File: config.mk
export PLATFORM = sky130hd
export DESIGN_NAME = mtrg_output_stage
export DESIGN_NICKNAME = d
export VERILOG_FILES = /design/src/hw/rtl/mtrg_pkg.sv /design/src/hw/rtl/mtrg_output_stage.sv
export SDC_FILE = /design/constraint.sdc
export NUM_CORES = 1
export LEC_CHECK = 0
export BUFFER_PORTS_ARGS = -buffer_cell sky130_fd_sc_hd__buf_4
export CORE_UTILIZATION = 42
export CTS_CLUSTER_SIZE = 10
export DETAILED_ROUTE_END_ITERATION = 8
export PLACE_DENSITY_LB_ADDON = 0.2
export SYNTH_ARGS = -nofsm -noshare
export SYNTH_HDL_FRONTEND = slang
export SYNTH_SLANG_ARGS = --single-unit
File: constraint.sdc
create_clock -name clk -period 0.8 [get_ports clk]
set_clock_uncertainty 0.1 [all_clocks]
set_input_delay 0.04 -clock clk [delete_from_list [all_inputs] [get_ports clk]]
set_output_delay 0.04 -clock clk [all_outputs]
set_load 0.02 [all_outputs]
File: src/hw/rtl/mtrg_pkg.sv
package mtrg_pkg;

    localparam int TABLE_WORDS  = 624;
    localparam int TWIST_OFFSET = 397;
    localparam int ADDR_W       = $clog2(TABLE_WORDS);
    localparam int CNT_W        = $clog2(TABLE_WORDS + 1);

    localparam logic [31:0] MATRIX_A   = 32'h9908_B0DF;
    localparam logic [31:0] TEMPER_B   = 32'h9D2C_5680;
    localparam logic [31:0] TEMPER_C   = 32'hEFC6_0000;
    localparam logic [31:0] SEED_MULT  = 32'd69069;
    localparam logic [31:0] UPPER_MASK = 32'h8000_0000;
    localparam logic [31:0] LOWER_MASK = 32'h7FFF_FFFF;
    localparam logic [31:0] SEED_RESET = 32'd4357;

    function automatic logic [31:0] temper(input logic [31:0] y_in);
        logic [31:0] y;
        y = y_in;
        y = y ^ (y >> 11);
        y = y ^ ((y << 7) & TEMPER_B);
        y = y ^ ((y << 15) & TEMPER_C);
        y = y ^ (y >> 18);
        return y;
    endfunction

endpackage

File: src/hw/rtl/mtrg_output_stage.sv
module mtrg_output_stage
    import mtrg_pkg::*;
(
    input  logic        clk,
    input  logic        rst_n,
    input  logic        load,
    input  logic [31:0] raw_word,
    output logic        done,
    output logic [31:0] word
);

    logic        done_reg;
    logic [31:0] word_reg;

    always_ff @(posedge clk or negedge rst_n)
    begin
        if (!rst_n)
        begin
            done_reg <= 1'b0;
        end
        else
        begin
            done_reg <= load;
        end
    end

    always_ff @(posedge clk)
    begin
        if (load)
        begin
            word_reg <= temper(raw_word);
        end
    end

    assign done = done_reg;
    assign word = word_reg;

endmodule

# After elaboration in Yosys (flattened, before gate mapping)
# Cells that the tools add are included.
[classes]
bitwise = 4
[op_table]
columns = ["cell", "count"]
rows = [
  ["32-bit bitwise XOR", 2],
  ["32-bit by 14-bit bitwise XOR with 32-bit output", 1],
  ["32-bit by 21-bit bitwise XOR with 32-bit output", 1],
]
[word_totals]
reg_bits = 33

# Logic depth before layout (Yosys ltp)
# Gate-level depths: netlist of the first run.
[depth]
ltp_word = 4
mapped_depth = 3
depth_no_buf = 3

# Least setup slack after synthesis of the first run
# Ideal clock, no wire load.
[synth_timing]
path_type = "input to register"
start = "in raw_word[22]"
end = "reg word_reg[0] (netlist: word[0]), data pin"
arrival_ps = 829
required_ps = 438
path_slack_ps = -391
stages = 3
cell_sequence = "xnor2_2 -> xnor3_1 -> xnor2_1"
[synth_via]
elab_chain_cells = 4
[synth_rtl]
columns = ["element", "line", "rtl"]
rows = [
  ["start, declared", "mtrg_output_stage.sv:7", "input logic [31:0] raw_word,"],
  ["32-bit by 21-bit bitwise XOR with 32-bit output", "mtrg_pkg.sv:19", "y = y ^ (y >> 11);"],
  ["32-bit bitwise XOR", "mtrg_pkg.sv:20", "y = y ^ ((y << 7) & TEMPER_B);"],
  ["32-bit bitwise XOR", "mtrg_pkg.sv:21", "y = y ^ ((y << 15) & TEMPER_C);"],
  ["32-bit by 14-bit bitwise XOR with 32-bit output", "mtrg_pkg.sv:22", "y = y ^ (y >> 18);"],
  ["end signal, assigned", "mtrg_output_stage.sv:31", "word_reg <= temper(raw_word);"],
  ["end, declared", "mtrg_output_stage.sv:13", "logic [31:0] word_reg;"],
]
# No other way between the ends.
# A chain may end at the register's enable or synchronous reset.

# Worst setup path after layout of the first run
[layout_timing]
start = "in raw_word[9]"
end = "reg word_reg[6] (netlist: word[6]), data pin"
# Same word-level chain as after synthesis.

==> impl_results.rst, run 1 <==
.. list-table::
   :header-rows: 1

   * - Metric
     - Value
   * - Net switching power
     - 1.741 mW
   * - Placed inst area
     - 2565 um2
   * - Total number of H-tree levels
     - 2
   * - Buffering stage count on the worst path with inverters included
     - 1
   * - Max Slew Vio Count
     - 0
   * - Synthesized net count
     - 126
   * - Leading cell types in the layout, fill and taps excluded
     - 46 x buf_4, 40 x buf_6, 32 x edfxtp_1
   * - Multi-input gate area
     - 894.6 um2
   * - Leakage power of the design
     - 1.256 nW
   * - Largest cells by area after synthesis
     - edfxtp_1 60%, xnor2_1 17%, xor2_1 8.7%
   * - Cell count after synthesis
     - 91
   * - First-pass GRT wire length
     - 5340 um
   * - Via count
     - 1092
   * - Number of nets with antenna violations after routing
     - 0
   * - Number of antenna repair diodes
     - 0
   * - Measured slew at the worst slew-check pin
     - 0.4122 ns
   * - Placed insts
     - 232
   * - Number of antenna violations at the first check in global routing
     - 0
   * - Flip-flop count of the largest register, all copies and words added
     - 32
   * - Clk pwr share
     - 19.4%
   * - Largest incremental delay on the critical path
     - 0.48 ns
   * - Max-cap check violation count
     - 0
   * - Post-route setup TNS
     - -6.352 ns
   * - Fill cell instance count of the final layout
     - 206
   * - Synthesized area divided by synthesized cell count
     - 17.67 um2
   * - Final worst path period need
     - 0.9835 ns
   * - Proportion of total power due to net switching
     - 28.65%
   * - Leading cell type in the layout, fill and taps excluded
     - buf_4
   * - Hold Path Depth
     - 2
   * - Number of port buffers
     - 67
   * - Syn Std Cell Area
     - 1608 um2
   * - Unrepaired setup endpoints after global routing
     - yes
   * - Critical path class
     - primary input to register
   * - Combined flip-flop and latch cell area
     - 985.9 um2
   * - Cell at the root of the clock tree
     - clkbuf_8
   * - Req. time, crit path
     - 0.73 ns
   * - Worst Setup Start Kind
     - primary input
   * - Pwr per Cell Area
     - 2031 nW/um2
   * - Total CTS buffers
     - 5
   * - Library cell with the largest summed area after synthesis
     - edfxtp_1
   * - Hold Worst Slack
     - -0.02766 ns
   * - Die ar.
     - 4079 um2
   * - Max Freq
     - 1017 MHz
   * - Capture endpoint of the worst hold path
     - done
   * - Tightest Hold Check Type
     - primary input to register
   * - Data arrival time at the worst-slack endpoint
     - 0.91 ns
   * - # nets final
     - 230
   * - Endpoints failing setup
     - 46
   * - Final standard cell utilization of the core
     - 81.72%
   * - Relative area change from synthesis to final layout
     - 86.07%
   * - Vias in the first global route
     - 1161
   * - Proportion of netlist area held by the largest area contributor
     - 59.77%
   * - Die Wd
     - 63.87 um
   * - Clock transition time at the flip-flop clock pins of the worst setup and hold paths
     - 0.06 ns
   * - Placer congestion estimate
     - 0.7175
   * - Combinational power share
     - 39.8%
   * - Detail-routed net length per standard cell
     - 14.10 um
   * - Status
     - complete, but fails checks
   * - Internal Pwr Total
     - 4.335 mW
   * - Final period util
     - 122.9%
   * - Number of non-filler instances in the completed layout
     - 244
   * - HPWL Detailed
     - 2352 um
   * - Endpoints failing hold
     - 2
   * - Area of all placed cells without fillers
     - 2992 um2
   * - Maximum number of pins on one net before global-route repair
     - 19
   * - Endpoint kind of the worst setup timing path
     - register
   * - Total design power
     - 6.076 mW
   * - CTS tree
     - yes
   * - Post-layout worst setup margin
     - -0.1835 ns
   * - Sequential element share of the synthesized area
     - 61.32%
   * - Routed wire length
     - 3440 um
   * - Number of DRC markers in iteration 0
     - 39
   * - Violations in the final reports
     - hold timing, setup timing
   * - Die Y
     - 63.87 um
   * - Initial core utilization
     - 43.92%
   * - Number of flip-flops and latches in the synthesized netlist
     - 33
   * - Cts-stage hold buffer count
     - 2
   * - Synth warnings
     - 0
   * - Num Clock Sinks
     - 33
   * - Number of distinct library cells after synthesis
     - 8
   * - Pre-Repair DR Iteration Count
     - 4
   * - Slowest cell on crit path
     - xnor3_2
   * - DRC Markers
     - 0
   * - Overall track demand over capacity in global routing
     - 18.67%
   * - Fraction of layout cells with a size suffix above 1
     - 63.27%
   * - Average vias per placed instance
     - 4.475
   * - Biggest fanout along the worst timing path
     - 2
   * - GRT overflow
     - 0
   * - Std-Cell Core Area
     - 3661 um2
   * - Clock buffer depth
     - 2
   * - Peak supply drop
     - 0.001270 V
   * - Kind of cell with the highest combined delay on the critical path
     - XOR/XNOR gates
   * - Pre-CTS setup slack
     - -0.4873 ns
   * - Worst slew slack as a fraction of its limit
     - 72.32%
   * - Sequential group share of total power
     - 40.7%
   * - Cell Rows
     - 22
   * - Cell chain of the critical path
     - buf_6 > xnor3_2 > xnor2_4 > xnor2_1
   * - Hold Crit Start
     - load
   * - Boundary pin count
     - 68
## final cells by class
type	instances	area share [%]
sequential	33	32.96
timing repair buffer	97	32.46
multi-input combinational	58	29.90
clock buffer	8	2.677
tap	48	2.008
## metal layers
metal	up-vias	GRT usage, %	wire length [um]
li1	514	-	-
met1	529	17.49	1113
met2	43	35.90	2096
met3	6	5.536	162
met4	0	9.375	68
met5	-	0	0
## synthesized netlist by cell type
cell type and number:
edfxtp_1 32, xnor2_2 3, xor2_1 16, xnor3_1 5, dfrtp_1 1, xor3_1 1, xor2_2 1, xnor2_1 32
## power by group through the flow
| stage | registers [mW] | clock network (mW) | logic [mW] |
|---|---|---|---|
| 6_report | 2.48 | 1.18 | 2.42 |
| 3_5_place_dp | 2.45 | 0 | 2.05 |
| 4_1_cts | 2.48 | 1.22 | 2.34 |
| 2_1_floorplan | 2.84 | 0 | 0.702 |
| 3_3_place_gp | 2.44 | 0 | 2.01 |
| 5_1_grt | 2.50 | 1.28 | 2.56 |
## how the worst max path moves through the flow
stage	start	to	slack, ns	depth (start not counted)
after floorplan	raw_word[9]	word[24]	-0.32	3
after global placement	raw_word[14]	word[0]	-0.46	4
after CTS	word[13]	word[13]	-0.20	1
after detailed placement	raw_word[22]	word[8]	-0.49	4
final	raw_word[9]	word[6]	-0.18	4
after global routing	word[25]	word[25]	-0.21	1
## logic make-up (layout without fill, tap and decap cells)
logic type / Yosys count / count (layout) / share of synthesized area (%)
xor+xnor: 58 / 58 / 38.68
buf+inv: 0 / 105 / 0
flops: 33 / 33 / 61.32
## repair_timing
action / in CTS / in global routing
gates resized for setup: 53 / 14
endpoints found under the hold margin: 4 / 2
buffers inserted: 2 / 0
pin swaps: 12 / 8
endpoints found under the setup margin: 49 / 52
Power figures use the tool's default switching activity.
==> run 2: changes to the inputs <==
Settings changed: PLACE_DENSITY from default to 0.74, PLACE_DENSITY_LB_ADDON 0.2 to default.
==> run 2 against run 1 <==
The run ends with DRC, hold timing, setup timing left. Combinational power rose by 2%. Critical endpoint is now word[5]. Routed wire length rose by 6.0%. Sequential cell count did not move. Largest cell class is now non-clock buffers. Clock power rose by 16%. Highest routed layer unchanged. Final area rose by 1.3%. Core utilization rose by 1.0 points.
==> impl_results.rst, run 2 (synthesis gave the netlist of run 1 again) <==
.. list-table::
   :header-rows: 1

   * - Metric
     - Value
   * - Proportion of total power due to net switching
     - 28.26%
   * - Total number of H-tree levels
     - 2
   * - Worst Setup Start Kind
     - register
   * - First-pass GRT wire length
     - 5464 um
   * - Die Wd
     - 63.87 um
   * - Num Clock Sinks
     - 33
   * - Critical path class
     - register to output port
   * - Die ar.
     - 4079 um2
   * - Cell chain of the critical path
     - buf_6
   * - Overall track demand over capacity in global routing
     - 18.90%
   * - # nets final
     - 232
   * - Leading cell type in the layout, fill and taps excluded
     - buf_6
   * - Relative area change from synthesis to final layout
     - 88.40%
   * - Endpoint kind of the worst setup timing path
     - output port
   * - Final worst path period need
     - 0.9982 ns
   * - GRT overflow
     - 0
   * - Number of antenna repair diodes
     - 0
   * - Data arrival time at the worst-slack endpoint
     - 0.86 ns
   * - Pwr per Cell Area
     - 2083 nW/um2
   * - Vias in the first global route
     - 1155
   * - Measured slew at the worst slew-check pin
     - 0.2882 ns
   * - Clock transition time at the flip-flop clock pins of the worst setup and hold paths
     - 0.06 ns
   * - Violations in the final reports
     - DRC, hold timing, setup timing
   * - Fraction of layout cells with a size suffix above 1
     - 65.15%
   * - Total design power
     - 6.309 mW
   * - Worst slew slack as a fraction of its limit
     - 80.65%
   * - Placer congestion estimate
     - 0.7422
   * - Cell Rows
     - 22
   * - Max-cap check violation count
     - 0
   * - Cts-stage hold buffer count
     - 2
   * - Sequential group share of total power
     - 39.2%
   * - Unrepaired setup endpoints after global routing
     - yes
   * - Peak supply drop
     - 0.001248 V
   * - Std-Cell Core Area
     - 3661 um2
   * - Combinational power share
     - 39.2%
   * - Clock buffer depth
     - 2
   * - Status
     - complete, but fails checks
   * - Buffering stage count on the worst path with inverters included
     - 1
   * - Number of DRC markers in iteration 0
     - 22
   * - Net switching power
     - 1.783 mW
   * - Tightest Hold Check Type
     - primary input to register
   * - Largest incremental delay on the critical path
     - 0.42 ns
   * - Number of antenna violations at the first check in global routing
     - 0
   * - Detail-routed net length per standard cell
     - 14.82 um
   * - Maximum number of pins on one net before global-route repair
     - 19
   * - Post-route setup TNS
     - -6.662 ns
   * - Slowest cell on crit path
     - edfxtp_1
   * - Via count
     - 1086
   * - Fill cell instance count of the final layout
     - 186
   * - Max Freq
     - 1002 MHz
   * - Clk pwr share
     - 21.7%
   * - Endpoints failing setup
     - 47
   * - Leading cell types in the layout, fill and taps excluded
     - 45 x buf_6, 43 x buf_4, 32 x edfxtp_1
   * - CTS tree
     - yes
   * - Die Y
     - 63.87 um
   * - Initial core utilization
     - 43.92%
   * - Pre-Repair DR Iteration Count
     - 6
   * - Cell at the root of the clock tree
     - clkbuf_8
   * - Req. time, crit path
     - 0.66 ns
   * - Boundary pin count
     - 68
   * - Max Slew Vio Count
     - 0
   * - Average vias per placed instance
     - 4.415
   * - Kind of cell with the highest combined delay on the critical path
     - flip-flops
   * - Internal Pwr Total
     - 4.526 mW
   * - Hold Worst Slack
     - -0.03773 ns
   * - Number of nets with antenna violations after routing
     - 0
   * - DRC Markers
     - 2
   * - HPWL Detailed
     - 2367 um
   * - Post-layout worst setup margin
     - -0.1982 ns
   * - Total CTS buffers
     - 5
   * - Final period util
     - 124.8%
   * - Routed wire length
     - 3646 um
   * - Flip-flop count of the largest register, all copies and words added
     - 32
   * - Endpoints failing hold
     - 2
   * - Biggest fanout along the worst timing path
     - 1
   * - Leakage power of the design
     - 1.286 nW
   * - Number of port buffers
     - 67
-- run 2: final cells by class --
class / count / area (um2) / share of cell area, %
clock buffers: 7 / 96.34 / 3.180
clock inverters: 1 / 5.005 / 0.1652
multi-input cells: 58 / 872.1 / 28.79
flip-flops and latches: 33 / 985.9 / 32.55
well taps: 48 / 60.06 / 1.983
repair buffers: 99 / 1010 / 33.33
-- run 2: path summary, 6_finish.rpt --
check                             start  cells after the start        to  slack (ns)
min                        raw_word[24]                      2  word[31]       -0.04
max in group asynchronous         rst_n                      3      done        0.02
min in group asynchronous         rst_n                      3      done        0.50
max                             word[5]                      1   word[5]       -0.20
-- run 2: per-layer routing --
layer	share of wire [%]	track usage, %	vias up
met5	0	0	-
met4	1.5	9.659	0
met2	58	34.71	34
met1	36	19.98	527
met3	4.1	4.286	7
li1	-	-	518
-- run 2: stage by stage --
stage	cell area (um2)	util, %	cells	setup slack, ns
2_1_floorplan	1769	-	91	-0.3185
6_report	3029	82.74	246	-0.1982
5_1_grt	3029	82.74	246	-0.2068
3_3_place_gp	2537	69.31	230	-0.4707
4_1_cts	2914	79.60	243	-0.2145
3_5_place_dp	2537	69.31	230	-0.5014
-- run 2: power by group through the flow --
stage                     combinational, mW  clock (mW)  sequential [mW]
after floorplan                       0.702           0             2.84
after global placement                 2.00           0             2.43
after detailed placement               2.04           0             2.44
after CTS                              2.34        1.37             2.47
after global routing                   2.59        1.44             2.50
final                                  2.47        1.37             2.47
-- run 2: repair_timing --
action / in CTS / in global routing
resized for setup: 53 / 18
endpoints found under the setup margin: 47 / 54
endpoints found under the hold margin: 4 / 3
pin swaps: 14 / 17
setup buffers: 3 / 3
